[src/swpw_pkg.sv]
// Shared types and constants of the single-wire pulse-width master.
// Used by the top level and by its port checker; depends on nothing.
package swpw_pkg;

	localparam int unsigned WORD_BITS = 13;
	localparam int unsigned TICK_WIDTH = 24;
	localparam int unsigned TAU_WIDTH = 12;

	localparam logic [2:0] OP_TICK  = 3'd0;
	localparam logic [2:0] OP_SEND  = 3'd1;
	localparam logic [2:0] OP_RECV  = 3'd2;
	localparam logic [2:0] OP_PWRUP = 3'd3;
	localparam logic [2:0] OP_PWRDN = 3'd4;

	localparam logic [1:0] ST_OK       = 2'd0;
	localparam logic [1:0] ST_TRAINING = 2'd1;
	localparam logic [1:0] ST_BIT_TO   = 2'd2;
	localparam logic [1:0] ST_RESP_TO  = 2'd3;

	localparam logic [1:0] REG_TAU      = 2'd0;
	localparam logic [1:0] REG_PWR_UP   = 2'd1;
	localparam logic [1:0] REG_PWR_OFF  = 2'd2;

	localparam logic [3:0] LAST_BIT = 4'(WORD_BITS - 1);

	typedef enum logic [2:0] {
		MODE_IDLE  = 3'd0,
		MODE_SEND  = 3'd1,
		MODE_RECV  = 3'd2,
		MODE_PWRUP = 3'd3,
		MODE_PWRDN = 3'd4
	} mode_t;

	typedef enum logic [1:0] {
		PH_START = 2'd0,
		PH_BITS  = 2'd1,
		PH_END   = 2'd2
	} phase_t;

	// code, byte, inversion bit; invert low code bits and byte when ones dominate
	function automatic logic [WORD_BITS-1:0] encode_word(input logic [3:0] code,
			input logic [7:0] data);
		logic [3:0] ones;
		logic inv;
		logic [3:0] c;
		logic [7:0] d;
		ones = 4'($countones({code, data}));
		inv = (ones > 4'd6);
		c = inv ? (code ^ 4'h3) : code;
		d = inv ? ~data : data;
		return {c, d, inv};
	endfunction

endpackage

[src/single_wire_pulse_width_master.sv]
// Top level of the single-wire pulse-width master: tick channel, result channel,
// configuration registers and the send / receive / power sequencer.
// Depends on swpw_pkg.
//
// Usage: every transfer on the item channel is one tick of the wire timing. It
// carries the command (operation, tx_code, tx_data) and the sampled wire level
// line_in. Each item yields exactly one result: drive_enable / drive_level for
// the wire, busy_res and done_res for the running operation, and the last
// received byte and status. Commands are taken only on a tick that finds the
// block idle; while busy they are ignored.
// An item is held in the input register, then its result is loaded into the
// result register. Throughput: one item per cycle while the receiver does not
// stall; the sequencer update is a single pass of logic between the input
// register and the result register.
// The receiver may stall: the result register holds, the input register fills,
// and item_ready drops only while both are full and result_ready is low.
// Reset: sequencer idle, timing registers at their defaults, results empty.
// Configuration (tau, power-up and power-down ticks) is written over the APB port
// by the user only while no operation runs (not enforced); pready is always high.
module single_wire_pulse_width_master #(
	parameter int unsigned COUNT_WIDTH = 15
) (
	input  logic        clk,
	input  logic        arst_n,

	input  logic        item_valid,
	output logic        item_ready,
	input  logic [2:0]  operation,
	input  logic [3:0]  tx_code,
	input  logic [7:0]  tx_data,
	input  logic        line_in,

	output logic        result_valid,
	input  logic        result_ready,
	output logic        drive_enable,
	output logic        drive_level,
	output logic        busy_res,
	output logic        done_res,
	output logic [7:0]  rx_byte,
	output logic [1:0]  status,

	input  logic        psel,
	input  logic        penable,
	input  logic        pwrite,
	input  logic [3:0]  paddr,
	input  logic [31:0] pwdata,
	output logic [31:0] prdata,
	output logic        pready
);
	import swpw_pkg::*;

	localparam int unsigned EXT_WIDTH = (COUNT_WIDTH > TICK_WIDTH) ? COUNT_WIDTH : TICK_WIDTH;

	// configuration
	logic [TAU_WIDTH-1:0]  tau_q;
	logic [13:0]           tau3_q;
	logic [14:0]           tau5_q;
	logic [17:0]           tau50_q;
	logic [TICK_WIDTH-1:0] pwr_up_q;
	logic [TICK_WIDTH-1:0] pwr_off_q;
	logic                  cfg_wr;
	logic [TAU_WIDTH-1:0]  tau_w;

	// input stage
	logic                 valid_s1;
	logic [2:0]           op_s1;
	logic [WORD_BITS-1:0] word_s1;
	logic                 line_s1;
	logic                 advance;

	// sequencer state
	mode_t                 mode_q, mode_n, mode_e;
	phase_t                phase_q, phase_n, phase_e;
	logic [3:0]            bit_q, bit_n, bit_e;
	logic [TICK_WIDTH-1:0] tick_q, tick_n, tick_e, tick_inc;
	logic [WORD_BITS-1:0]  txw_q, txw_n, txw_e;
	logic                  exp_q, exp_n;
	logic [7:0]            rxb_q, rxb_n;
	logic [1:0]            stat_q, stat_n;
	logic [COUNT_WIDTH-1:0] period_q [WORD_BITS];
	logic [COUNT_WIDTH-1:0] lo_q, hi_q, lo_n, hi_n;
	logic                  pw_en;

	// receive decode
	logic [EXT_WIDTH-1:0]   tick_ext;
	logic [COUNT_WIDTH-1:0] period_v;
	logic [COUNT_WIDTH:0]   mid_sum;
	logic [COUNT_WIDTH-1:0] mid;
	logic [WORD_BITS-1:0]   rx_word;
	logic [7:0]             rx_dec;
	logic                   start;
	logic [13:0]            bit_len;

	// tick outputs
	logic en_c, lvl_c, busy_c, done_c;

	// result register
	logic       result_valid_q;
	logic       drive_enable_q, drive_level_q, busy_q, done_q;
	logic [7:0] rx_byte_q;
	logic [1:0] status_q;

	assign pready = 1'b1;
	assign cfg_wr = psel && penable && pwrite;
	assign tau_w  = pwdata[TAU_WIDTH-1:0];

	always_ff @(posedge clk or negedge arst_n) begin
		if (!arst_n) begin
			tau_q     <= 12'd100;
			tau3_q    <= 14'd300;
			tau5_q    <= 15'd500;
			tau50_q   <= 18'd5000;
			pwr_up_q  <= 24'd100000;
			pwr_off_q <= 24'd200000;
		end else if (cfg_wr) begin
			unique case (paddr[3:2])
				REG_TAU: begin
					tau_q   <= tau_w;
					tau3_q  <= {1'b0, tau_w, 1'b0} + {2'b0, tau_w};
					tau5_q  <= {1'b0, tau_w, 2'b0} + {3'b0, tau_w};
					tau50_q <= {1'b0, tau_w, 5'b0} + {2'b0, tau_w, 4'b0}
						+ {5'b0, tau_w, 1'b0};
				end
				REG_PWR_UP:  pwr_up_q  <= pwdata[TICK_WIDTH-1:0];
				REG_PWR_OFF: pwr_off_q <= pwdata[TICK_WIDTH-1:0];
				default: ;
			endcase
		end
	end

	always_comb begin
		unique case (paddr[3:2])
			REG_TAU:     prdata = {20'b0, tau_q};
			REG_PWR_UP:  prdata = {8'b0, pwr_up_q};
			REG_PWR_OFF: prdata = {8'b0, pwr_off_q};
			default:     prdata = '0;
		endcase
	end

	// handshake: the input stage advances whenever the result register frees up
	assign advance    = valid_s1 && (!result_valid_q || result_ready);
	assign item_ready = !valid_s1 || advance;

	always_ff @(posedge clk or negedge arst_n) begin
		if (!arst_n) begin
			valid_s1 <= 1'b0;
		end else if (item_valid && item_ready) begin
			valid_s1 <= 1'b1;
		end else if (advance) begin
			valid_s1 <= 1'b0;
		end
	end

	// encode the send word on the way in to keep the sequencer pass short
	always_ff @(posedge clk) begin
		if (item_valid && item_ready) begin
			op_s1   <= operation;
			word_s1 <= encode_word(tx_code, tx_data);
			line_s1 <= line_in;
		end
	end

	// effective state for this tick: a command in idle restarts the counters
	assign start = (mode_q == MODE_IDLE) && (op_s1 == OP_SEND || op_s1 == OP_RECV
		|| op_s1 == OP_PWRUP || op_s1 == OP_PWRDN);

	always_comb begin
		mode_e  = mode_q;
		phase_e = phase_q;
		bit_e   = bit_q;
		tick_e  = tick_q;
		txw_e   = txw_q;
		if (start) begin
			phase_e = PH_START;
			bit_e   = '0;
			tick_e  = '0;
			unique case (op_s1)
				OP_SEND: begin
					mode_e = MODE_SEND;
					txw_e  = word_s1;
				end
				OP_RECV:  mode_e = MODE_RECV;
				OP_PWRUP: mode_e = MODE_PWRUP;
				default:  mode_e = MODE_PWRDN;
			endcase
		end
	end

	assign tick_inc = tick_e + 1'b1;
	assign tick_ext = EXT_WIDTH'(tick_e);
	assign period_v = tick_ext[COUNT_WIDTH-1:0];
	assign bit_len  = txw_e[bit_e] ? tau3_q : {2'b0, tau_q};

	// running min and max of the stored periods, including this one
	always_comb begin
		if (bit_e == LAST_BIT) begin
			lo_n = period_v;
			hi_n = period_v;
		end else begin
			lo_n = (period_v < lo_q) ? period_v : lo_q;
			hi_n = (period_v > hi_q) ? period_v : hi_q;
		end
	end

	assign mid_sum = {1'b0, lo_n} + {1'b0, hi_n};
	assign mid     = mid_sum[COUNT_WIDTH:1];

	always_comb begin
		rx_word[0] = period_v > mid;
		for (int i = 1; i < WORD_BITS; i++) begin
			rx_word[i] = period_q[i] > mid;
		end
		rx_dec = rx_word[0] ? ~rx_word[8:1] : rx_word[8:1];
	end

	always_comb begin
		mode_n  = mode_e;
		phase_n = phase_e;
		bit_n   = bit_e;
		tick_n  = tick_e;
		txw_n   = txw_e;
		exp_n   = exp_q;
		rxb_n   = rxb_q;
		stat_n  = stat_q;
		pw_en   = 1'b0;
		en_c    = 1'b0;
		lvl_c   = 1'b0;
		busy_c  = 1'b0;
		done_c  = 1'b0;
		unique case (mode_e)
			MODE_SEND: begin
				busy_c = 1'b1;
				en_c   = 1'b1;
				unique case (phase_e)
					PH_START: begin
						lvl_c  = 1'b1;
						tick_n = tick_inc;
						if (tick_inc >= TICK_WIDTH'(tau5_q)) begin
							phase_n = PH_BITS;
							bit_n   = LAST_BIT;
							tick_n  = '0;
						end
					end
					PH_BITS: begin
						lvl_c  = bit_e[0];
						tick_n = tick_inc;
						if (tick_inc >= TICK_WIDTH'(bit_len)) begin
							tick_n = '0;
							if (bit_e == 4'd0) begin
								phase_n = PH_END;
							end else begin
								bit_n = bit_e - 1'b1;
							end
						end
					end
					default: begin
						lvl_c  = 1'b1;
						done_c = 1'b1;
						stat_n = ST_OK;
						mode_n = MODE_IDLE;
					end
				endcase
			end
			MODE_RECV: begin
				busy_c = 1'b1;
				if (phase_e == PH_START) begin
					if (!line_s1) begin
						phase_n = PH_BITS;
						bit_n   = LAST_BIT;
						exp_n   = 1'b0;
						tick_n  = TICK_WIDTH'(1);
					end else begin
						tick_n = tick_inc;
						if (tick_inc >= TICK_WIDTH'(tau50_q)) begin
							done_c = 1'b1;
							stat_n = ST_RESP_TO;
							rxb_n  = '0;
							mode_n = MODE_IDLE;
						end
					end
				end else if (line_s1 == exp_q) begin
					tick_n = tick_inc;
					if (tick_inc >= TICK_WIDTH'(tau5_q)) begin
						done_c = 1'b1;
						stat_n = ST_BIT_TO;
						rxb_n  = '0;
						mode_n = MODE_IDLE;
					end
				end else begin
					// level changed: close this period
					pw_en = 1'b1;
					if (bit_e == 4'd0) begin
						done_c = 1'b1;
						mode_n = MODE_IDLE;
						if (rx_word[12] == rx_word[11]) begin
							stat_n = ST_TRAINING;
							rxb_n  = '0;
						end else begin
							stat_n = ST_OK;
							rxb_n  = rx_dec;
						end
					end else begin
						bit_n  = bit_e - 1'b1;
						exp_n  = ~exp_q;
						tick_n = TICK_WIDTH'(1);
					end
				end
			end
			MODE_PWRUP, MODE_PWRDN: begin
				busy_c = 1'b1;
				if (phase_e == PH_START) begin
					en_c   = 1'b1;
					lvl_c  = (mode_e == MODE_PWRUP);
					tick_n = tick_inc;
					if (tick_inc >= ((mode_e == MODE_PWRUP) ? pwr_up_q : pwr_off_q)) begin
						phase_n = PH_END;
					end
				end else begin
					done_c = 1'b1;
					stat_n = ST_OK;
					mode_n = MODE_IDLE;
				end
			end
			default: mode_n = MODE_IDLE;
		endcase
	end

	always_ff @(posedge clk or negedge arst_n) begin
		if (!arst_n) begin
			mode_q  <= MODE_IDLE;
			phase_q <= PH_START;
			bit_q   <= '0;
			tick_q  <= '0;
			txw_q   <= '0;
			exp_q   <= 1'b0;
			rxb_q   <= '0;
			stat_q  <= ST_OK;
		end else if (advance) begin
			mode_q  <= mode_n;
			phase_q <= phase_n;
			bit_q   <= bit_n;
			tick_q  <= tick_n;
			txw_q   <= txw_n;
			exp_q   <= exp_n;
			rxb_q   <= rxb_n;
			stat_q  <= stat_n;
		end
	end

	always_ff @(posedge clk) begin
		if (advance && pw_en) begin
			period_q[bit_e] <= period_v;
			lo_q            <= lo_n;
			hi_q            <= hi_n;
		end
	end

	// result register: hold while the receiver stalls
	always_ff @(posedge clk or negedge arst_n) begin
		if (!arst_n) begin
			result_valid_q <= 1'b0;
		end else if (advance) begin
			result_valid_q <= 1'b1;
		end else if (result_ready) begin
			result_valid_q <= 1'b0;
		end
	end

	always_ff @(posedge clk) begin
		if (advance) begin
			drive_enable_q <= en_c;
			drive_level_q  <= lvl_c;
			busy_q         <= busy_c;
			done_q         <= done_c;
			rx_byte_q      <= rxb_n;
			status_q       <= stat_n;
		end
	end

	assign result_valid = result_valid_q;
	assign drive_enable = drive_enable_q;
	assign drive_level  = drive_level_q;
	assign busy_res     = busy_q;
	assign done_res     = done_q;
	assign rx_byte      = rx_byte_q;
	assign status       = status_q;

endmodule

[config.mk]
export PLATFORM = sky130hd
export DESIGN_NAME = single_wire_pulse_width_master
export DESIGN_NICKNAME = d
export VERILOG_FILES = /design/src/swpw_pkg.sv /design/src/single_wire_pulse_width_master.sv
export SDC_FILE = /design/constraint.sdc
export NUM_CORES = 1
export LEC_CHECK = 0
export BUFFER_PORTS_ARGS = -buffer_cell sky130_fd_sc_hd__buf_2
export CAP_MARGIN = 5
export CORE_MARGIN = 3
export CORE_UTILIZATION = 61
export DETAILED_ROUTE_END_ITERATION = 8
export GPL_ROUTABILITY_DRIVEN = 0
export PLACE_DENSITY = 0.77
export SLEW_MARGIN = 20
export SYNTH_ARGS = -nofsm -noshare
export SYNTH_HDL_FRONTEND = slang
export SYNTH_SLANG_ARGS = --single-unit
[constraint.sdc]
create_clock -name clk -period 21.9 [get_ports clk]
set_clock_uncertainty 0.2 [all_clocks]
set_input_delay 3.285 -clock clk [delete_from_list [all_inputs] [get_ports clk]]
set_output_delay 3.285 -clock clk [all_outputs]
set_load 0.01 [all_outputs]
# --- Word-level counts from Yosys, hierarchy flattened ---
# Memory sizes are Yosys's and may differ from the RTL's.
# Index checks and enable logic that the tools add are counted.
classes:
  mul: 0
  n_reduce_logical: 26
  n_eq_ne: 17
  n_addsub: 18
  muxes: 100
  n_div: 0
  n_shift: 0
  bitwise_logic: 4
  magnitude_cmp: 19
ops:
  columns: ["operator", "n"]
  rows:
  - ["2-to-1 mux 24 bit", 9]
  - ["> comparator 15 bit", 12]
  - ["one-hot mux 24 bit (3 select lines)", 2]
  - ["2-to-1 mux 8 bit", 10]
  - ["2-to-1 mux 15 bit", 4]
  - ["one-hot mux 24 bit (2 select lines)", 1]
  - ["2-to-1 mux 2 bit", 17]
  - ["2-to-1 mux 4 bit", 7]
  - ["2-to-1 mux 1 bit", 27]
  - ["2-to-1 mux 3 bit", 9]
  - ["2-to-1 mux 13 bit", 2]
  - ["adder 24 x 1 -> 24 bit (second input constant)", 1]
  - [">= comparator 24 x 14 -> 1 bit", 1]
  - [">= comparator 24 x 15 -> 1 bit", 1]
  - [">= comparator 24 x 18 -> 1 bit", 1]
  - [">= comparator 24 bit", 1]
  - ["adder 17 x 16 -> 18 bit", 1]
  - ["adder 18 x 13 -> 18 bit", 1]
  - ["one-hot mux 3 bit (3 select lines)", 2]
  - ["adder 15 x 15 -> 16 bit", 1]
  - ["inverter 8 bit", 2]
  - ["one-hot mux 4 bit (2 select lines)", 2]
  - ["adder 14 x 12 -> 15 bit", 1]
  - ["< comparator 15 bit", 1]
  - ["36 further kinds", 68]
totals:
  ff_bits: 227
  elab_cells: 212
  memories: 1
  latch_bits: 0
  ram_bits: 195
  in_bits: 59
  romBits: 0
  output_inout_bits: 49
mem_list:
  columns: ["memory", "words", "word_bits", "rd", "rd_ports_with_merged_regs", "write_ports", "line", "text"]
  rows:
  - ["period_q", 13, 15, 10, 0, 1, "single_wire_pulse_width_master.sv:80", "logic [COUNT_WIDTH-1:0] period_q [WORD_BITS];"]

# --- Longest topological paths before layout ---
# Gate-level depths: netlist of the first run.
depth:
  word_depth: 18
  ltp_mapped: 44
  depth_no_buf: 38

# --- Worst setup path before layout of the first run ---
# No wires, ideal clock.
synth_timing:
  kind: "register -> register"
  start: "reg op_s1[1]"
  end: "reg rx_byte_q[0] (netlist: rx_byte[0]) (data pin)"
  path_stages_with_launch: 43
  path_buffers: 7
  t_arrival_ps: 9610
  path_slack_ps: 11819
  path_cell_list: "edfxtp_1 -> or3_4 -> nand3_4 -> buf_4 -> clkbuf_1 -> clkbuf_1 -> clkbuf_1 -> and2_1 -> clkbuf_1 -> ha_1 -> nand2b_1 -> a31oi_1 -> a211oi_2 -> a2111oi_1 -> a221oi_2 -> or2_0 -> clkbuf_1 -> mux2_2 -> (+7 left out) -> and2_1 -> a31o_2 -> o21a_1 -> or2_2 -> a21o_1 -> a21oi_1 -> xor2_1 -> ha_1 -> a21o_1 -> a21o_1 -> a21oi_1 -> and2_0 -> nor4b_1 -> a221o_1 -> a211o_1 -> xor2_1 -> buf_2 -> o31ai_1"
synth_via:
  elab_chain_len: 18
  elab_cells_between_ends: 42
  classes_between: "add/sub: 2; order compare: 8; eq/ne: 7; mux: 18; bitwise: 1; reduce/logical: 6"
synth_lines:
  columns: ["element", "line", "text"]
  rows:
  - ["from (decl)", "single_wire_pulse_width_master.sv:66", "logic [2:0] op_s1;"]
  - ["from (signal assigned)", "single_wire_pulse_width_master.sv:157", "op_s1 <= operation;"]
  - ["equality test 3 x 1 -> 1 bit / equality test 3 x 2 -> 1 bit (equally long branches)", "single_wire_pulse_width_master.sv:164", "assign start = (mode_q == MODE_IDLE) && (op_s1 == OP_SEND || op_s1 == OP_RECV"]
  - ["logical OR 1 bit", "single_wire_pulse_width_master.sv:164", null]
  - ["logical OR 1 bit", "single_wire_pulse_width_master.sv:165", "|| op_s1 == OP_PWRUP || op_s1 == OP_PWRDN);"]
  - ["logical OR 1 bit (*)", "single_wire_pulse_width_master.sv:165", null]
  - ["logical AND 1 bit (*)", "single_wire_pulse_width_master.sv:164", null]
  - ["2-to-1 mux 24 bit (*)", "single_wire_pulse_width_master.sv:173", "if (start) begin"]
  - ["named net tick_e[7]", "single_wire_pulse_width_master.sv:75", "logic [TICK_WIDTH-1:0] tick_q, tick_n, tick_e, tick_inc;"]
  - ["> comparator 15 bit (*)", "single_wire_pulse_width_master.sv:201", "hi_n = (period_v > hi_q) ? period_v : hi_q;"]
  - ["(+2 left out)", null, null]
  - ["named net hi_n[4]", "single_wire_pulse_width_master.sv:81", "logic [COUNT_WIDTH-1:0] lo_q, hi_q, lo_n, hi_n;"]
  - ["(+2 left out)", null, null]
  - ["inverter 8 bit", "single_wire_pulse_width_master.sv:213", "rx_dec = rx_word[0] ? ~rx_word[8:1] : rx_word[8:1];"]
  - ["2-to-1 mux 8 bit", "single_wire_pulse_width_master.sv:213", null]
  - ["2-to-1 mux 8 bit (*)", "single_wire_pulse_width_master.sv:295", "if (rx_word[12] == rx_word[11]) begin"]
  - ["2-to-1 mux 8 bit (*)", "single_wire_pulse_width_master.sv:292", "if (bit_e == 4'd0) begin"]
  - ["2-to-1 mux 8 bit (*)", "single_wire_pulse_width_master.sv:281", "end else if (line_s1 == exp_q) begin"]
  - ["2-to-1 mux 8 bit (*)", "single_wire_pulse_width_master.sv:266", "if (phase_e == PH_START) begin"]
  - ["2-to-1 mux 8 bit (*)", "single_wire_pulse_width_master.sv:230", "unique case (mode_e)"]
  - ["named net rxb_n[0]", "single_wire_pulse_width_master.sv:78", "logic [7:0] rxb_q, rxb_n;"]
  - ["to (signal assigned)", "single_wire_pulse_width_master.sv:375", "rx_byte_q <= rxb_n;"]
  - ["to (decl)", "single_wire_pulse_width_master.sv:100", "logic [7:0] rx_byte_q;"]
# Mark *: on every way through the listed nets, which the timed path passes. The rest lies on a longest branch.
# A chain may end at the register's enable or synchronous reset.

# --- Final worst setup path of the first run ---
layout_timing:
  start: "reg mode_q[2]"
  end: "reg rx_byte_q[2] (netlist: rx_byte[2]) (data pin)"
layout_via:
  elab_chain_len: 15
  elab_cells_between_ends: 35
  classes_between: "add/sub: 2; order compare: 8; eq/ne: 3; mux: 17; bitwise: 1; reduce/logical: 4"
layout_lines:
  columns: ["element", "line", "text"]
  rows:
  - ["from (decl)", "single_wire_pulse_width_master.sv:72", "mode_t mode_q, mode_n, mode_e;"]
  - ["from (signal assigned)", "single_wire_pulse_width_master.sv:339", "mode_q <= mode_n;"]
  - ["logical NOT 3 bit (*)", "single_wire_pulse_width_master.sv:164", null]
  - ["logical AND 1 bit (*)", "single_wire_pulse_width_master.sv:164", null]
  - ["2-to-1 mux 24 bit (*)", "single_wire_pulse_width_master.sv:173", null]
  - ["named net tick_e[13]", "single_wire_pulse_width_master.sv:75", null]
  - ["> comparator 15 bit (*)", "single_wire_pulse_width_master.sv:201", null]
  - ["2-to-1 mux 15 bit (*)", "single_wire_pulse_width_master.sv:201", null]
  - ["2-to-1 mux 15 bit (*)", "single_wire_pulse_width_master.sv:196", "if (bit_e == LAST_BIT) begin"]
  - ["named net hi_n[5]", "single_wire_pulse_width_master.sv:81", null]
  - ["(+2 left out)", null, null]
  - ["inverter 8 bit", "single_wire_pulse_width_master.sv:213", null]
  - ["2-to-1 mux 8 bit", "single_wire_pulse_width_master.sv:213", null]
  - ["2-to-1 mux 8 bit (*)", "single_wire_pulse_width_master.sv:295", null]
  - ["2-to-1 mux 8 bit (*)", "single_wire_pulse_width_master.sv:292", null]
  - ["2-to-1 mux 8 bit (*)", "single_wire_pulse_width_master.sv:281", null]
  - ["2-to-1 mux 8 bit (*)", "single_wire_pulse_width_master.sv:266", null]
  - ["2-to-1 mux 8 bit (*)", "single_wire_pulse_width_master.sv:230", null]
  - ["named net rxb_n[2]", "single_wire_pulse_width_master.sv:78", null]
# Marks and branches as above.

==> results of run 1 <==
-- cell families after synthesis --
logic type | after synthesis
AOI/OAI and AO/OA | 578
xor gates and xnor gates | 87
adders and majority gates | 325
buffers and inverters | 227
DFF | 370
muxes | 137
other | 2
and+or+nand+nor | 577
-- metrics by stage --
| step | util | instance area [sq um] | cells |
|---|---|---|---|
| 3_3_place_gp | 0.652 | 25500 | 2860 |
| 6_report | 0.688 | 26900 | 2936 |
| 2_1_floorplan | - | 24500 | 2310 |
| 5_1_grt | 0.688 | 26900 | 2935 |
| 4_1_cts | 0.687 | 26900 | 2935 |
| 3_5_place_dp | 0.652 | 25500 | 2860 |
-- final timing paths --
kind	from	to	slack, ns
worst max-delay path	mode_q[2]	rx_byte[2]	10.81
worst min-delay path	tau5_q[4]	tau5_q[4]	0.28
worst max register to register	mode_q[2]	rx_byte[2]	10.81
worst min register to register	tau5_q[4]	tau5_q[4]	0.28
max in group asynchronous	arst_n	tick_q[17]	17.63
min in group asynchronous	arst_n	valid_s1	2.54
-- critical path: cells and delay by family, from the launching register on --
kind            cells  cell delay [ns]
fa+ha+maj           3             1.06
flops               1             0.50
xor+xnor            1             0.66
compound gates     14             3.70
buf+inv             2             0.71
simple gates       12             3.60
mux                 1             0.37
-- placed cells by master, fill, tap and decap left out, types with 21 or more instances in the layout --
cell type,instances
ha_1,295
nand2_1,214
edfxtp_1,211
o21ai_0,163
inv_1,135
dfrtp_1,130
a21oi_1,109
nor2_1,101
buf_2,87
mux2_2,83
a21o_1,57
mux2i_1,54
xnor2_1,52
o21a_1,46
clkbuf_16,43
nor2b_1,38
nand4_1,37
nand2b_1,35
buf_4,34
nand3_1,32
xor2_1,32
a22o_1,29
dfstp_2,29
and2_1,26
fa_1,21
-- routing by layer --
layer,up-vias,part of all wire,global-route usage
met5,-,0,0
met4,0,0.047,0.133
met3,197,0.060,0.0398
met2,673,0.48,0.490
met1,8970,0.42,0.380
li1,8634,-,-
-- sequential cells by signal, indices dropped and copies added (netlist names), 14 cells and up --
name	cells
tick_q	24
lo_q	15
pwr_off_q	24
pwr_up_q	24
tau50_q	14
period_q	150
hi_q	15
-- power by group through the flow --
stage	clock network [W]	logic [W]	registers (W)
3_5_place_dp	0	0.00127	0.000961
5_1_grt	0.000747	0.00144	0.000965
6_report	0.000711	0.00130	0.000952
3_3_place_gp	0	0.00121	0.000954
4_1_cts	0.000721	0.00129	0.000949
2_1_floorplan	0	0.000908	0.000932
-- cell type report --
class | count | area (sq um) | share of cell area
multi-input combinational | 1713 | 13300 | 0.494
sequential | 370 | 10400 | 0.385
clock buffer | 54 | 1170 | 0.0434
timing repair buffer | 123 | 713 | 0.0265
tap | 518 | 648 | 0.0241
inverter | 136 | 512 | 0.0190
clock inverter | 21 | 215 | 0.00800
antenna | 1 | 2.50 | 0.0000930
-- synthesized netlist by cell type (9+ instances only) --
| cell type | count |
|---|---|
| nand3_1 | 32 |
| a22oi_1 | 10 |
| xnor2_1 | 54 |
| buf_4 | 10 |
| dfstp_2 | 29 |
| buf_2 | 11 |
| nor2_1 | 103 |
| ha_1 | 295 |
| o211ai_1 | 17 |
| nor2b_1 | 38 |
| xor2_1 | 33 |
| mux2i_1 | 54 |
| inv_1 | 135 |
| clkbuf_1 | 64 |
| edfxtp_1 | 211 |
| nor3_1 | 20 |
| o21a_1 | 46 |
| or3_1 | 9 |
| o22ai_1 | 9 |
| a21o_1 | 57 |
| a211oi_1 | 11 |
| and2_1 | 26 |
| mux2_2 | 83 |
| fa_1 | 21 |
| maj3_1 | 9 |
| o21ai_0 | 163 |
| o31ai_1 | 16 |
| nand2_1 | 214 |
| nand4_1 | 37 |
| a22o_1 | 29 |
| a21oi_1 | 111 |
| a31oi_1 | 15 |
| o21bai_1 | 18 |
| dfrtp_1 | 130 |
| nand2b_1 | 35 |
==> key figures, run 1 <==
Placed design
  – Port Buffers: 88
  – Post-DP HPWL: between 40 and 50 mm
  – Worst slack, placed: roughly 11 ns

Synthesis
  – Adder-cell area share of the yosys netlist: 0.172
  – Gate Count Post-Synth: 2303
  – Seq/Total Area, Yosys: 0.423
  – Async set or reset register ratio after synthesis: 0.430
  – Synth Area in XOR/XNOR: 0.0312
  – Synth Warn #: 0
  – Top cell type by total area after synthesis: edfxtp_1
  – Post-synthesis mux area share: 0.0604
  – Top cells by area, synth: edfxtp_1, ha_1, dfrtp_1, mux2_2, o21ai_0
  – Yosys cell types: 95
  – Synth Flop Type: edfxtp_1
  – Synth Register Bits: 370
  – Mean post-synth cell area: 10.6 sq um
  – Syn Std Cell Area: 24400 sq um
  – Simple-gate share of the synthesized area: 0.118
  – Main combinational cell family by area after synthesis: adder cells
  – Post-synth EDFFs: 211
  – Synth top area share: 0.259
  – Synth Area in Compound Gates: 0.157

Final layout
  – Fillcell total: around 3000
  – Area Growth Syn to Fin: 10.0%
  – Fin nets: ~2800
  – Layout cells sized above 1: 0.143

Floorplanning
  – Die Ht: approximately 210 um
  – Initial Utilization: 0.625
  – Die area: 42500 sq um
  – Die X: slightly above 200 um
  – CORE AREA: 39100 sq um
  – Site row count: slightly above 70
  – # IOs: roughly 110

Timing
  – Unrepaired setup endpoints after global routing: false
  – Final period util: 0.507
  – Hold_ws: ~0.28 ns
  – Final hold vios: 0
  – Final TNS setup: 0 ns
  – Period minus WS final: 11.09 ns
  – Actual slew at the worst max-slew pin: about 1 ns
  – Slew Viols, Final: 0
  – Rel. slew slack: 0.335
  – Fmax: around 90 MHz
  – Endpoints failing setup: 0
  – Worst setup margin: roughly 11 ns

Route
  – DR pass1 iterations: 5
  – Residual DRC: 0
  – WL/cell: 20.8 um
  – Routed WL: between 60 and 70 mm
  – Routed vias/inst: ~6.3
  – Post-DRT Antenna Nets: 0
  – Via Count: roughly 18000
  – Initial detailed-routing violation count: 1439

Power
  – Static leakage: 11.8 nW
  – Internal: between 0.0015 and 0.002 W
  – Switch share: 0.387
  – Logic gate share of total power: 0.438
  – Power Dens Cells: between 100 and 150 nW/um^2
  – Flop pwr share: 0.321
  – NetSw: 0.00115 W
  – Total power: ~0.0030 W
  – Clock share of power: 0.240
  – Worst VDD drop: around 0.12 mV

Clocking
  – Total clock sinks: 370
  – CTS resizes: 0
  – CTS tree: done
  – Clk slew on worst S/H paths: approximately 0.06 ns
  – CTS Hold Bufs: 0
  – Number of setup buffers added after CTS: 0
  – Clock tree buffer depth: 3
  – CTS H-Tree Depth: 2
  – Worst-Skew Late Latency: around 0.57 ns
  – Root Driver: clkbuf_16
  – Total CTS buffers: 42

GRT
  – Overall Global Routing Usage: 0.292
  – Vias in the first global route: between 15000 and 20000
  – Largest net degree at the start of global routing: 93
  – GRT overflow: 0
  – Initial antenna violation count: 0
  – First-pass GRT wire length: 98.3 mm

Critical path
  – Slowest stage delay, CP: about 0.7 ns
  – CP max-delay cell: o31ai_1
  – Endpoint type of the worst setup path: register
  – Startpoint Class: register
  – WP data arrival: 11.17 ns
  – CP required: between 20 and 25 ns
  – Setup CP Type: register to register
  – Crit Path Max Fanout: 43
  – Reg2reg path depth: 33

Min path
  – Number of cells on the worst hold path: 2
  – Hold WC Path Type: register to register

Outcome
  – Outcome: completed

Job
  – Max Cap Viol: 0
Power figures use the tool's default switching activity.
==> run 2, diff against run 1 <==
--- a/config.mk
+++ b/config.mk
@@ -5,6 +5,7 @@
 export SDC_FILE = /design/constraint.sdc
 export NUM_CORES = 1
 export LEC_CHECK = 0
+export ABC_AREA = 1
 export BUFFER_PORTS_ARGS = -buffer_cell sky130_fd_sc_hd__buf_2
 export CAP_MARGIN = 5
 export CORE_MARGIN = 3
==> constraint.sdc (replaced) <==
create_clock -name clk -period 11.5 [get_ports clk]
set_clock_uncertainty 0.2 [all_clocks]
set_input_delay 1.725 -clock clk [delete_from_list [all_inputs] [get_ports clk]]
set_output_delay 1.725 -clock clk [all_outputs]
set_load 0.01 [all_outputs]
==> run 2 against run 1 <==
Against the previous run: final area rose by 0.83%; register-to-register slack lost 9.4 ns; utilization fell by 0.69 points; synthesized area up 1.1%; combinational power rose to 4.2 times the previous value; routed wire length grew 12%; non-clock buffer count is 1 lower; largest cell class unchanged; first-iteration DRC count rose by 26%; synthesized cell count rose by 23%; count of clock-buffer cells in the layout increased by 8; critical path depth is 14 higher.
==> key figures, run 2 <==
Final layout
  – Layout cells sized above 1: 0.0933 (-0.0494)
  – Area Growth Syn to Fin: 9.79%
  – Largest register FFs: 150 (unchanged)
  – Most flops, register: period_q
  – Fin area: 27100 sq um (+0.83%)
  – Fin nets: 3313 (+20%)
  – Inserted Diodes: 0 (-1)
  – Commonest non-fill, non-tap cell in the layout: nand2_1
  – Most frequent cells in the layout: nand2_1, inv_1, ha_1
  – Final design utilization: 0.681 (-0.00691)

Critical path
  – Setup CP Type: register to register
  – CP max-delay cell: inv_1
  – Critical path's most frequent cell: nand2_1
  – Crit Path Max Fanout: 29 (-33%)
  – CP required: 11.66 ns (-10.32 ns)
  – Slowest stage delay, CP: 0.91 ns (+0.20 ns)
  – Endpoint type of the worst setup path: register
  – WP data arrival: 10.26 ns (-0.91 ns)
  – Startpoint Class: register

Outcome
  – Outcome: completed

Clocking
  – Total clock sinks: 370 (unchanged)
  – CTS tree: done
  – CTS resizes: 0 (unchanged)
  – CTS Hold Bufs: 0 (unchanged)
  – Worst-Skew Late Latency: 0.58 ns (about the same)
  – Clk slew on worst S/H paths: 0.06 ns (about the same)
  – Clock tree buffer depth: 3 (unchanged)
  – Root Driver: clkbuf_16
  – CTS H-Tree Depth: 2 (unchanged)
  – Number of setup buffers added after CTS: 0 (unchanged)
  – Total CTS buffers: 41 (-2.4%)

Timing
  – Period minus WS final: 10.10 ns (-0.998 ns)
  – Final period util: 0.878 (+0.371)
  – Final TNS setup: 0 ns (unchanged)
  – Unrepaired setup endpoints after global routing: false
  – Slew Viols, Final: 0 (unchanged)
  – Rel. slew slack: 0.239 (-0.0954)
  – Actual slew at the worst max-slew pin: 1.14 ns (+0.142 ns)
  – Final hold vios: 0 (unchanged)
  – Endpoints failing setup: 0 (unchanged)
  – Fmax: 99.0 MHz (+9.9%)

Route
  – Post-DRT Antenna Nets: 0 (unchanged)
  – Residual DRC: 0 (unchanged)
  – WL/cell: 19.6 um (-5.9%)
  – DR pass1 iterations: 6 (+1)
  – Initial detailed-routing violation count: 1810 (+26%)
  – Routed WL: 68.5 mm (+12%)
  – Routed vias/inst: 6.00 (-4.6%)
  – Via Count: 21000 (+13%)

Placed design
  – Placed inst area: 25800 sq um (+1.4%)
  – Post-DP HPWL: 47.7 mm (+11%)
  – Port Buffers: 88 (unchanged)

Synthesis
  – Most frequent cell after synthesis: nand2_1
  – Syn Std Cell Area: 24700 sq um (+1.1%)
  – List of most frequent post-synthesis cells: nand2_1, inv_1, ha_1, o21ai_0, edfxtp_1
  – Gate Count Post-Synth: 2840 (+23%)
  – Yosys cell types: 66 (-31%)
  – Post-synth EDFFs: 211 (unchanged)
  – Top cells by area, synth: edfxtp_1, ha_1, dfrtp_1, nand2_1, inv_1
  – Top cell type by total area after synthesis: edfxtp_1
  – Synth top area share: 0.257 (-0.00272)
  – Seq/Total Area, Yosys: 0.419 (-0.00444)
  – Async set or reset register ratio after synthesis: 0.430 (unchanged)
  – Synth Register Bits: 370 (unchanged)
  – Synth Flop Type: edfxtp_1
  – Mean post-synth cell area: 8.70 sq um (-18%)
  – Synth Warn #: 0 (unchanged)

GRT
  – GRT overflow: 0 (unchanged)
  – Vias in the first global route: 21300 (+12%)
  – Initial antenna violation count: 0 (unchanged)
  – Overall Global Routing Usage: 0.315 (+0.0230)
  – First-pass GRT wire length: 109 mm (+11%)
  – Largest net degree at the start of global routing: 96 (+3.2%)

Floorplanning
  – Die X: 207 um (+0.51%)
  – Site row count: 73 (+1.4%)
  – CORE AREA: 39800 sq um (+1.9%)
  – Die area: 42900 sq um (+1.0%)
  – Die Ht: 207 um (+0.51%)
  – # IOs: 108 (unchanged)
  – Initial Utilization: 0.620 (-0.00489)

Power
  – Power Dens Cells: 316 nW/um^2 (+190%)
  – Worst VDD drop: 0.219 mV (+83%)
  – Total power: 0.00857 W (+190%)
  – Static leakage: 12.9 nW (+9.5%)

Job
  – Max Cap Viol: 0 (unchanged)

Min path
  – Hold WC Path Type: register to register
## run 2: cell count changes in the layout (fill, tap and decap cells not counted), sizes merged, moves of 35 or more
cell,before,now
nand2,216,647
inv,137,415
o21ai,168,283
mux2,83,0
nor2,104,169
nand3,33,95
a21o,57,0
xnor2,54,9
mux2i,54,13
o21a,46,5
nor2b,38,1
nand2b,35,0
## run 2: worst max-delay path: cells and delay by family (launching register included)
family / cells / cell delay, ns
AND/OR/NAND/NOR: 28 / 4.55
adder cells (fa/ha/maj): 3 / 1.18
flip-flops: 1 / 0.43
buffers and inverters: 4 / 1.26
XOR/XNOR: 1 / 0.10
AO/OA/AOI/OAI: 11 / 2.14
## run 2: worst paths after layout
path | start | to | slack [ns] | depth (start not counted)
max | op_s1[1] | status[0] | 1.40 | 47
min | txw_q[10] | txw_q[10] | 0.29 | 2
min reg2reg | txw_q[10] | txw_q[10] | 0.29 | 2
min in group asynchronous | arst_n | rxb_q[3] | 1.04 | 1
max reg2reg | op_s1[1] | status[0] | 1.40 | 47
max in group asynchronous | arst_n | txw_q[11] | 8.54 | 2
## run 2: cells by family after synthesis
logic type / count (synthesis) / share of synthesized area
AO/OA/AOI/OAI: 594 / 0.141
XOR/XNOR: 57 / 0.0205
adder cells (fa/ha/maj): 316 / 0.166
buffers and inverters: 490 / 0.0771
flip-flops: 370 / 0.419
multiplexers: 13 / 0.00527
other: 2 / 0.000304
AND/OR/NAND/NOR: 998 / 0.170
## run 2: power by group
group	total (W)	leakage [nW]	internal (W)	switching [W]
Combinational	0.00545	8.37	0.00179	0.00366
Clock	0.00127	0.621	0.000726	0.000544
Sequential	0.00185	3.91	0.00173	0.000123
Total	0.00857	12.9	0.00424	0.00433
## run 2: cell type report
class / instances / area, sq um
Timing Repair Buffer: 122 / 702
Clock inverter: 12 / 110
Fill cell: 3115 / 12700
Clock buffer: 62 / 1160
Sequential cell: 370 / 10400
Tap cell: 525 / 657
Multi-Input combinational cell: 1987 / 12600
Inverter: 416 / 1570
## run 2: layer usage
layer / global-route usage / part of all wire
met5: 0 / 0
met1: 0.364 / 0.37
met3: 0.0630 / 0.084
met2: 0.531 / 0.47
met4: 0.215 / 0.075
## run 2: per-stage QoR
step	hold slack [ns]	worst slack [ns]	cells
2_1_floorplan	0.237	3.94	2847
3_3_place_gp	0.256	2.07	3420
3_5_place_dp	0.269	1.79	3420
4_1_cts	0.283	1.73	3494
5_1_grt	0.302	0.579	3494
6_report	0.285	1.40	3494
==> run 3, diff against run 2 <==
==> constraint.sdc (replaced) <==
create_clock -name clk -period 12.6 [get_ports clk]
set_clock_uncertainty 0.2 [all_clocks]
set_input_delay 1.89 -clock clk [delete_from_list [all_inputs] [get_ports clk]]
set_output_delay 1.89 -clock clk [all_outputs]
set_load 0.01 [all_outputs]
==> run 3 against run 2 <==
Against the previous run: critical path depth grew 1; first-iteration DRC count grew 0.50%; final area grew 0.48%; routed wire length grew 0.36%; clock power is essentially flat; count of clock-buffer cells in the layout shrank 7; utilization grew 0.32 points; via count is essentially flat; die area is the same; worst setup slack gained 1.6 ns; global-route usage shrank 0.14 points; largest cell class unchanged; highest routed layer unchanged.
==> key figures, run 3 (synthesis results as in run 2) <==
Floorplanning
  – # IOs: 108 (unchanged)
  – CORE AREA: 39800 sq um (unchanged)
  – Die Ht: 207 um (unchanged)
  – Site row count: 73 (unchanged)
  – Initial Utilization: 0.620 (unchanged)
  – Die X: 207 um (unchanged)
  – Die area: 42900 sq um (unchanged)

Critical path
  – Crit Path Max Fanout: 29 (unchanged)
  – Reg2reg path depth: 48 (+2.1%)
  – Setup CP Type: register to register
  – CP required: 12.77 ns (+1.11 ns)
  – Critical path's most frequent cell: nand2_1
  – Crit path launch: op_s1[1]
  – Worst R2R Start: op_s1[1]
  – CP max-delay cell: nand2_1
  – Slowest stage delay, CP: 0.54 ns (-0.37 ns)
  – Endpoint type of the worst setup path: register
  – WP data arrival: 9.78 ns (-0.48 ns)
  – Startpoint Class: register

Min path
  – Number of cells on the worst hold path: 2 (unchanged)
  – Hold WC Path Type: register to register
  – Hold path start: pwr_up_q[22]

Final layout
  – Area Growth Syn to Fin: 10.3%
  – Most frequent cells in the layout: nand2_1, inv_1, ha_1
  – Inserted Diodes: 0 (unchanged)
  – Commonest non-fill, non-tap cell in the layout: nand2_1
  – Most flops, register: period_q
  – Fin nets: 3314 (+0.030%)
  – Layout cells sized above 1: 0.0976 (+0.00435)
  – Fillcell total: 3133 (+0.58%)
  – Register area: 10400 sq um (unchanged)
  – Multi-input gate area: 12600 sq um (about the same)
  – Fin area: 27200 sq um (+0.48%)
  – Largest register FFs: 150 (unchanged)

Placed design
  – Port Buffers: 88 (unchanged)
  – Worst slack, placed: 3.25 ns (+1.46 ns)
  – Post-DP HPWL: 47.8 mm (+0.12%)
  – Placed inst area: 25800 sq um (about the same)

Clocking
  – CTS H-Tree Depth: 2 (unchanged)
  – Total CTS buffers: 42 (+2.4%)
  – CTS tree: done
  – Worst-Skew Late Latency: 0.59 ns (about the same)
  – Total clock sinks: 370 (unchanged)
  – CTS Hold Bufs: 0 (unchanged)
  – Root Driver: clkbuf_16
  – Clock tree buffer depth: 3 (unchanged)
  – Number of setup buffers added after CTS: 0 (unchanged)
  – Clk slew on worst S/H paths: 0.06 ns (about the same)
  – CTS resizes: 0 (unchanged)

Route
  – Routed vias/inst: 5.99 (-0.11%)
  – Initial detailed-routing violation count: 1819 (+0.50%)
  – Routed WL: 68.7 mm (+0.36%)
  – Post-DRT Antenna Nets: 0 (unchanged)
  – WL/cell: 19.7 um (+0.33%)
  – DR pass1 iterations: 6 (unchanged)
  – Via Count: 20900 (-0.086%)
  – Residual DRC: 0 (unchanged)

Job
  – Max Cap Viol: 0 (unchanged)

GRT
  – Initial antenna violation count: 0 (unchanged)
  – GRT overflow: 0 (unchanged)
  – First-pass GRT wire length: 108 mm (-0.67%)
  – Overall Global Routing Usage: 0.314 (-0.00144)
  – Vias in the first global route: 21100 (-1.1%)
  – Largest net degree at the start of global routing: 92 (-4.2%)

Power
  – Power Dens Cells: 291 nW/um^2 (-8.0%)
  – Total power: 0.00792 W (-7.6%)
  – Static leakage: 13.0 nW (+0.57%)
  – Worst VDD drop: 0.199 mV (-9.3%)

Timing
  – Rel. slew slack: 0.207 (-0.0322)
  – Final hold vios: 0 (unchanged)
  – Hold_ws: 0.283 ns (-0.00277 ns)
  – Worst setup margin: 2.99 ns (+1.59 ns)
  – Endpoints failing setup: 0 (unchanged)
  – Final TNS setup: 0 ns (unchanged)
  – Fmax: 104 MHz (+5.1%)
  – Slew Viols, Final: 0 (unchanged)
  – Actual slew at the worst max-slew pin: 1.19 ns (+0.0483 ns)
  – Period minus WS final: 9.61 ns (-0.488 ns)
  – Final period util: 0.763 (-0.115)
  – Unrepaired setup endpoints after global routing: false

Outcome
  – Outcome: completed
[run 3: metrics by stage]
step / util / std cells
floorplan: - / 2847
global placement: 0.648 / 3420
CTS: 0.683 / 3495
detailed placement: 0.648 / 3420
global route: 0.684 / 3495
finish: 0.684 / 3495
[run 3: path summary, 6_finish.rpt]
check                           slack, ns           end
worst max-delay path                 2.99     status[0]
worst min-delay path                 0.28  pwr_up_q[22]
worst max register to register       2.99     status[0]
worst min register to register       0.28  pwr_up_q[22]
max in group asynchronous            9.49    tau3_q[12]
min in group asynchronous            1.22      rxb_q[3]
[run 3: critical path, delay by kind of cell (launching register included)]
kind	cells	cell delay, ns
xor+xnor	1	0.10
fa+ha+maj	3	0.92
compound gates	12	2.25
flops	1	0.43
simple gates	26	4.45
buf+inv	6	1.03
[run 3: report_power, final]
group | total (W) | internal (W) | switching (W)
Combinational | 0.00498 | 0.00163 | 0.00335
Clock | 0.00125 | 0.000733 | 0.000512
Sequential | 0.00169 | 0.00158 | 0.000114
[run 3: per-layer routing]
metal	GRT usage	wire (um)	vias to the layer above
li1	-	-	9880
met1	0.364	25500	9802
met2	0.547	33500	973
met3	0.0570	5460	291
met4	0.181	4260	0
met5	0	0	-
[run 3: final cells by class]
class / instances / share of cell area
Tap cell: 525 / 0.0241
Inverter: 416 / 0.0574
Timing Repair Buffer: 122 / 0.0258
Sequential cell: 370 / 0.380
Multi-Input combinational cell: 1987 / 0.462
Clock buffer: 55 / 0.0441
Clock inverter: 20 / 0.00703
